### config.mk
export PLATFORM = sky130hd
export DESIGN_NAME = psynth_ctrl
export DESIGN_NICKNAME = d
export VERILOG_FILES = /design/src/rtl/psynth_pkg.sv /design/src/rtl/psynth_ctrl.sv
export SDC_FILE = /design/constraint.sdc
export NUM_CORES = 1
export LEC_CHECK = 0
export ABC_CLOCK_PERIOD_IN_PS = 6400
export BUFFER_PORTS_ARGS = -buffer_cell sky130_fd_sc_hd__buf_2
export CORE_MARGIN = 5
export CORE_UTILIZATION = 62
export CTS_BUF_LIST = sky130_fd_sc_hd__clkbuf_2
export CTS_CLUSTER_DIAMETER = 30
export DETAILED_ROUTE_END_ITERATION = 10
export GPL_TIMING_DRIVEN = 0
export PLACE_DENSITY = 0.88
export SYNTH_ARGS = -nofsm -noshare
export SYNTH_HDL_FRONTEND = slang
export SYNTH_SLANG_ARGS = --single-unit
export TNS_END_PERCENT = 5
### constraint.sdc
create_clock -name clk_i -period 6.4 [get_ports clk_i]
set_input_delay 0.32 -clock clk_i [delete_from_list [all_inputs] [get_ports clk_i]]
set_output_delay 0.32 -clock clk_i [all_outputs]
set_load 0.1 [all_outputs]
### src/rtl/psynth_pkg.sv
package psynth_pkg;

  localparam int unsigned PERIOD_W = 12;
  localparam int unsigned SAMPLE_W = 16;
  localparam int unsigned NOISE_W  = 13;

  localparam logic [PERIOD_W-1:0] MIN_PERIOD = 12'd2;
  localparam logic [SAMPLE_W-1:0] SEED_RESET = 16'h0001;
  localparam logic [SAMPLE_W-1:0] LFSR_TAPS  = 16'hB400;

  localparam logic REQ_NOTE = 1'b0;
  localparam logic REQ_TICK = 1'b1;

  typedef struct packed {
    logic                req_type;
    logic [PERIOD_W-1:0] period;
  } req_t;

  typedef struct packed {
    logic signed [SAMPLE_W-1:0] sample;
    logic                       excitation;
  } rsp_t;

  typedef struct packed {
    logic                valid;
    logic                excite;
    logic [SAMPLE_W-1:0] noise;
  } stage_t;

  function automatic logic [SAMPLE_W-1:0] floor_avg(logic [SAMPLE_W-1:0] a,
                                                   logic [SAMPLE_W-1:0] b);
    logic [SAMPLE_W:0] sum;
    sum = {a[SAMPLE_W-1], a} + {b[SAMPLE_W-1], b};
    return sum[SAMPLE_W:1];
  endfunction

endpackage

### src/rtl/psynth_ctrl.sv
module psynth_ctrl #(
  parameter int unsigned DELAY_DEPTH = 4096,
  localparam int unsigned AW         = $clog2(DELAY_DEPTH)
) (
  input  logic                                 clk_i,
  input  logic                                 rst_ni,
  input  logic                                 cfg_we_i,
  input  logic [psynth_pkg::SAMPLE_W-1:0]      cfg_wdata_i,
  input  logic                                 in_valid_i,
  input  psynth_pkg::req_t                     in_data_i,
  output logic                                 in_stall_o,
  input  logic                                 s1_adv_i,
  output logic                                 rd_en_o,
  output logic [AW-1:0]                        rd_addr_a_o,
  output logic [AW-1:0]                        rd_addr_b_o,
  output psynth_pkg::stage_t                   s1_o,
  output logic [AW-1:0]                        s1_waddr_o
);

  import psynth_pkg::*;

  localparam int unsigned CW     = ((AW > PERIOD_W) ? AW : PERIOD_W) + 1;
  localparam int unsigned PMAX_I = (DELAY_DEPTH - 1 > 4095) ? 4095 : DELAY_DEPTH - 1;
  localparam logic [PERIOD_W-1:0] PMAX = PERIOD_W'(PMAX_I);

  logic [AW-1:0]       wp_q, wp_d;
  logic [PERIOD_W-1:0] period_q, period_d;
  logic [NOISE_W-1:0]  noise_q, noise_d;
  logic [SAMPLE_W-1:0] lfsr_q, lfsr_d;
  logic                s1_valid_q, s1_valid_d;
  logic                s1_excite_q;
  logic [SAMPLE_W-1:0] s1_noise_q;
  logic [AW-1:0]       s1_waddr_q;

  logic                accept, tick, note;
  logic [PERIOD_W-1:0] p_clamp;
  logic [CW-1:0]       wp_x, p_x, i1_x;
  logic [AW-1:0]       i1;

  assign in_stall_o = s1_valid_q && !s1_adv_i;
  assign accept     = in_valid_i && !in_stall_o;
  assign tick       = accept && (in_data_i.req_type == REQ_TICK);
  assign note       = accept && (in_data_i.req_type == REQ_NOTE);

  always_comb begin
    if (in_data_i.period < MIN_PERIOD) begin
      p_clamp = MIN_PERIOD;
    end else if (in_data_i.period > PMAX) begin
      p_clamp = PMAX;
    end else begin
      p_clamp = in_data_i.period;
    end
  end

  assign wp_x = CW'(wp_q);
  assign p_x  = CW'(period_q);
  assign i1_x = (wp_x >= p_x) ? wp_x - p_x : wp_x + CW'(DELAY_DEPTH) - p_x;
  assign i1   = i1_x[AW-1:0];

  assign rd_en_o     = tick;
  assign rd_addr_a_o = i1;
  assign rd_addr_b_o = (i1 == '0) ? AW'(DELAY_DEPTH - 1) : i1 - AW'(1);

  always_comb begin
    wp_d       = wp_q;
    period_d   = period_q;
    noise_d    = noise_q;
    lfsr_d     = lfsr_q;
    s1_valid_d = s1_valid_q;
    if (s1_adv_i) begin
      s1_valid_d = 1'b0;
    end
    if (note) begin
      period_d = p_clamp;
      noise_d  = NOISE_W'(p_clamp) + NOISE_W'(1);
    end
    if (tick) begin
      s1_valid_d = 1'b1;
      wp_d       = (wp_q == AW'(DELAY_DEPTH - 1)) ? '0 : wp_q + AW'(1);
      if (noise_q != '0) begin
        noise_d = noise_q - NOISE_W'(1);
        lfsr_d  = lfsr_q[0] ? ((lfsr_q >> 1) ^ LFSR_TAPS) : (lfsr_q >> 1);
      end
    end
    if (cfg_we_i) begin
      lfsr_d = (cfg_wdata_i == '0) ? SEED_RESET : cfg_wdata_i;
    end
  end

  always_ff @(posedge clk_i or negedge rst_ni) begin
    if (!rst_ni) begin
      wp_q       <= '0;
      period_q   <= MIN_PERIOD;
      noise_q    <= '0;
      lfsr_q     <= SEED_RESET;
      s1_valid_q <= 1'b0;
    end else begin
      wp_q       <= wp_d;
      period_q   <= period_d;
      noise_q    <= noise_d;
      lfsr_q     <= lfsr_d;
      s1_valid_q <= s1_valid_d;
    end
  end

  always_ff @(posedge clk_i) begin
    if (tick) begin
      s1_excite_q <= (noise_q != '0);
      s1_noise_q  <= lfsr_q;
      s1_waddr_q  <= wp_q;
    end
  end

  assign s1_o.valid  = s1_valid_q;
  assign s1_o.excite = s1_excite_q;
  assign s1_o.noise  = s1_noise_q;
  assign s1_waddr_o  = s1_waddr_q;

endmodule

==> Word level (Yosys, flattened, before mapping) <==
Index checks and enable logic that the tools add are counted.
{ "classes": {"n_shift": 0, "addsub": 7, "magnitude_cmp": 3, "div_mod_pow": 0, "bitwise_logic": 2, "multipliers": 0, "mux": 15, "n_reduce_logical": 13, "eq_ne": 1} }
{ "ops": {"columns": ["operator", "n"], "rows": [
  ["2-to-1 mux 16 bit", 5],
  ["2-to-1 mux 12 bit", 5],
  ["2-to-1 mux 13 bit", 3],
  ["adder 12 x 1 -> 12 bit (second input constant)", 2],
  ["subtractor 12 bit", 2],
  ["zero test 16 bit", 1],
  ["adder 12 x 1 -> 13 bit (second input constant)", 1],
  ["nonzero test 13 bit", 1],
  ["subtractor 13 x 1 -> 13 bit (second input constant)", 1],
  ["equality test 12 bit (second input constant)", 1],
  [">= comparator 12 bit", 1],
  ["> comparator 12 bit (second input constant)", 1],
  ["zero test 12 bit", 1],
  ["< comparator 12 x 2 -> 1 bit (second input constant)", 1],
  ["subtractor 12 x 1 -> 12 bit (second input constant)", 1],
  ["nonzero test 2 bit", 3],
  ["logical AND 1 bit", 4],
  ["inverter 3 -> 4 bit", 1],
  ["zero test 1 bit", 2],
  ["2-to-1 mux 1 bit", 2],
  ["AND reduction 2 bit", 1],
  ["inverter 1 bit", 1]
]} }
{ "totals": {"in_bits": 34, "latchBits": 0, "wordCells": 49, "ram_bits": 0, "memories": 0, "reg_bits": 83, "rom_bits": 0} }

==> Longest topological paths before layout <==
{ "logic_depth": {"depth_word": 8, "ltp_mapped": 11, "ltp_nobuf": 11} }

==> Least setup slack after synthesis <==
OpenSTA, ideal clock, no wires.
{ "synth_timing": {"path_type": "reg-to-output", "from": "register wp_q[0]", "to": "output rd_addr_b_o[10]", "arrival_ns": 5.761, "n_path_buf": 0, "setup_slack_ns": 0.319, "path_stages_with_launch": 12, "cell_sequence": "dfrtp_1 -> inv_1 -> ha_1 -> inv_1 -> fa_1 -> a21o_1 -> a22o_1 -> o41ai_2 -> xnor2_1 -> nand3b_2 -> nor4_1 -> a211oi_1"} }
{ "synth_via": {"elab_chain_cells": 5} }
{ "synth_lines": {"columns": ["element", "line_no", "rtl"], "rows": [
  ["start: declaration", "psynth_ctrl.sv:26", "logic [AW-1:0] wp_q, wp_d;"],
  ["start signal: assignment", "psynth_ctrl.sv:98", "wp_q <= wp_d;"],
  ["adder 12 x 1 -> 12 bit", "psynth_ctrl.sv:57", "assign i1_x = (wp_x >= p_x) ? wp_x - p_x : wp_x + CW'(DELAY_DEPTH) - p_x;"],
  ["subtractor 12 bit", "psynth_ctrl.sv:57", null],
  ["2-to-1 mux 12 bit *", "psynth_ctrl.sv:57", null],
  ["net rd_addr_a_o[8]", "psynth_ctrl.sv:14", "output logic [AW-1:0] rd_addr_a_o,"],
  ["subtractor 12 x 1 -> 12 bit or zero test 12 bit (tied branches)", "psynth_ctrl.sv:62", "assign rd_addr_b_o = (i1 == '0) ? AW'(DELAY_DEPTH - 1) : i1 - AW'(1);"],
  ["2-to-1 mux 12 bit *", "psynth_ctrl.sv:62", null],
  ["end: declaration", "psynth_ctrl.sv:15", "output logic [AW-1:0] rd_addr_b_o,"]
]} }
Mark *: on every way through the listed nets, which the timed path passes. The rest lies on a longest branch.

==> Worst setup path after layout <==
{ "layout_timing": {"from": "register wp_q[0]", "to": "output rd_addr_b_o[11]"} }
{ "layout_via": {"elab_chain_cells": 5} }
{ "layout_lines": {"columns": ["element", "line_no"], "rows": [
  ["adder 12 x 1 -> 12 bit", "psynth_ctrl.sv:57"],
  ["subtractor 12 bit", "psynth_ctrl.sv:57"],
  ["2-to-1 mux 12 bit *", "psynth_ctrl.sv:57"],
  ["subtractor 12 x 1 -> 12 bit or zero test 12 bit (tied branches)", "psynth_ctrl.sv:62"],
  ["2-to-1 mux 12 bit *", "psynth_ctrl.sv:62"]
]} }
Every way passes the cells marked *; elsewhere a longest branch is shown, timed or not.

==> run metrics <==
cts bufs inserted=9; Async SR Flop Fraction=65.1%; # port buffers=88; Commonest cells post-synth=nand2_1 (68), dfrtp_1 (52), o21ai_0 (31); max-cap violation count=0; Yosys cell types=62; Most Frequent Cell on Critical Path=inv_1; Hold WC Path Type=in -> async; Yosys top cell area share=28.2%; root buf cell=clkbuf_2; Detailed Route Iter0 Violations=236; Synth Cell Area=4610 um^2; Crit Path Class=reg -> out; largest net degree at the start of global routing=55; Post-synth EDFFs=29; global-route congestion overflow total=0; die width=96.2 um; largest stage delay on the critical path=0.52 ns; # DRC=0; Post-Route WL=11500 um; sequential area share after synthesis=48.2%; WP data required=6.08 ns; failing checks=hold timing; period utilization=68.8%; final setup vio count=0; Syn Inst Count=467; top post-synthesis cells by area=dfrtp_1 (28%), edfxtp_1 (19%), nand2_1 (5.5%), xnor2_1 (4.7%), ha_1 (4.3%); crit path from=wp_q[0]; Hold Fails Final Rpt=27; clk sinks=83; Initial Util=63.6%; Main synth FF type=dfrtp_1; cell taking the most area after synthesis=dfrtp_1; top-count cell post-synth=nand2_1; Overall Global Routing Usage=26.4%; FF+latch count, synth=83; Avg Cell Area, Syn=9.88 um^2; die area=9260 um^2; setup slack, reg-to-reg=3.68 ns; hold_ws=-0.0838 ns; Max Freq=0.227 GHz; slowest cell on the critical path=dfrtp_1; min Tclk post-route=4.40 ns; relative slew slack=18.4%; # rows=31; YS warnings=0; clk_skew=0.0460 ns; Detail Route Antenna Nets=0; share of cells above drive strength 1=21.3%; CTS H-tree lvls=3; Slew Viols, Final=0; initial antenna violation count=1; syn nets=518; routed len/inst=16.8 um; TritonRoute pass-1 iters=5; clock slew at reported path FFs=0.30 ns; io pins=90; via count=4006; Die Span Y=96.2 um; CORE AREA=7250 um^2; global-route wire length before repair=18900 um; WP data arrival=4.08 ns; GP Congestion=0.893; CP Max Fanout=7; Clock Path Buffers=2; Slew @ Worst Pin=1.22 ns; area grow syn2layout=18.5%; Critical R2R Launch=noise_q[0]; nets@finish=632; RSZ-0062 raised after global routing=false; clk_lat worst skew=0.58 ns; setup_tns=0 ns; HPWL Detailed=8020 um; vias in the first global route=3978; TritonCTS clock tree=built; DR vias/cell=5.84; startpoint types=register; Post-DP Area=5180 um^2; crit-path cells=inv_1 -> ha_1 -> inv_1 -> fa_1 -> a21o_1 -> a221oi_2 -> xnor2_1 -> nor4_4 -> nand3b_2 -> o41ai_1 -> o41a_1 -> buf_2; post_cts resized=0; Finished Cell Area=5470 um^2; crit end category=primary output; status=finished, violations left
[layout by cell type, fill, tap and decap left out, drive strengths merged, types with 3 or more instances in the layout]
cell | synthesis | final
nor2 | 27 | 27
ha | 16 | 16
nor3 | 10 | 10
xnor2 | 26 | 26
o21ai | 43 | 43
clkbuf | 13 | 22
nand4 | 7 | 7
nor4 | 9 | 9
and3 | 9 | 9
o22ai | 3 | 3
a21oi | 15 | 15
buf | 5 | 93
a211o | 3 | 3
nand2b | 6 | 6
a211oi | 4 | 4
nand2 | 68 | 68
xor2 | 13 | 13
a21o | 4 | 4
nand3 | 18 | 18
and2 | 3 | 3
inv | 29 | 34
o41ai | 4 | 4
edfxtp | 29 | 29
dlygate4sd3 | 0 | 15
dfrtp | 52 | 52
mux2i | 13 | 13
[layout make-up]
cell class | count | area, um^2
sequential | 83 | 2220
multi-input combinational | 337 | 2190
fill | 529 | 1790
timing repair buffer | 103 | 591
tap | 99 | 124
inverter | 29 | 109
clock inverter | 7 | 91.3
buffer | 18 | 83.8
clock buffer | 9 | 45.0
antenna | 1 | 2.50
[final timing paths]
kind,depth (start not counted),endpoint
max reg2reg,9,lfsr_q[10]
min reg2reg,0,s1_noise_q[14]
min in group clk_i,3,lfsr_q[14]
min,1,lfsr_q[12]
max in group asynchronous,1,period_q[0]
max,12,rd_addr_b_o[11]
[per-layer routing]
metal / track usage (%) / vias up / routed length (um)
met1: 32.2 / 1911 / 4550
met4: 14.6 / 0 / 497
met5: 0 / - / 0
met3: 5.00 / 48 / 613
met2: 44.0 / 153 / 5870
li1: - / 1894 / -
[metrics by stage]
step / utilization [%] / setup WS [ns] / cells
6_report: 75.3 / 2.00 / 686
5_1_grt: 75.3 / 1.71 / 686
2_1_floorplan: - / 0.319 / 467
4_1_cts: 75.2 / 2.02 / 684
3_5_place_dp: 71.4 / 2.65 / 654
3_3_place_gp: 71.4 / 2.74 / 654
[state kept, by name, indices dropped and copies added, names as in the netlist]
name and count:
lfsr_q 16, s1_noise_q 16, noise_q 13, period_q 12
s1_waddr_o 12, wp_q 12, s1_excite_q 1, s1_valid_q 1
[what timing repair did]
action / in CTS / in global routing
setup buffers: 0 / 0
setup endpoints to repair: 0 / 0
hold endpoints to repair: 14 / 1
hold buffers: 14 / 1
[worst max-delay path: cells and delay by family (launching register included)]
kind | cells | cell delay, ns
AO/OA/AOI/OAI | 4 | 1.06
adder cells (fa/ha/maj) | 2 | 0.56
flip-flops | 1 | 0.52
XOR/XNOR | 1 | 0.22
AND/OR/NAND/NOR | 2 | 0.58
buffers and inverters | 3 | 0.60
[cells by family (layout without fill, tap and decap cells)]
group	count (synthesis)	count (layout)	synth area share [%]
other	0	1	0
XOR/XNOR	39	39	7.57
flip-flops	83	83	48.2
multiplexers	15	15	3.31
buffers and inverters	47	166	4.18
AO/OA/AOI/OAI	98	98	13.9
adder cells (fa/ha/maj)	17	17	4.77
AND/OR/NAND/NOR	168	168	18.0
Power is left out: the tool's default activity adds up to more than one toggle a clock period on the data nets, which glitch-free logic cannot reach.
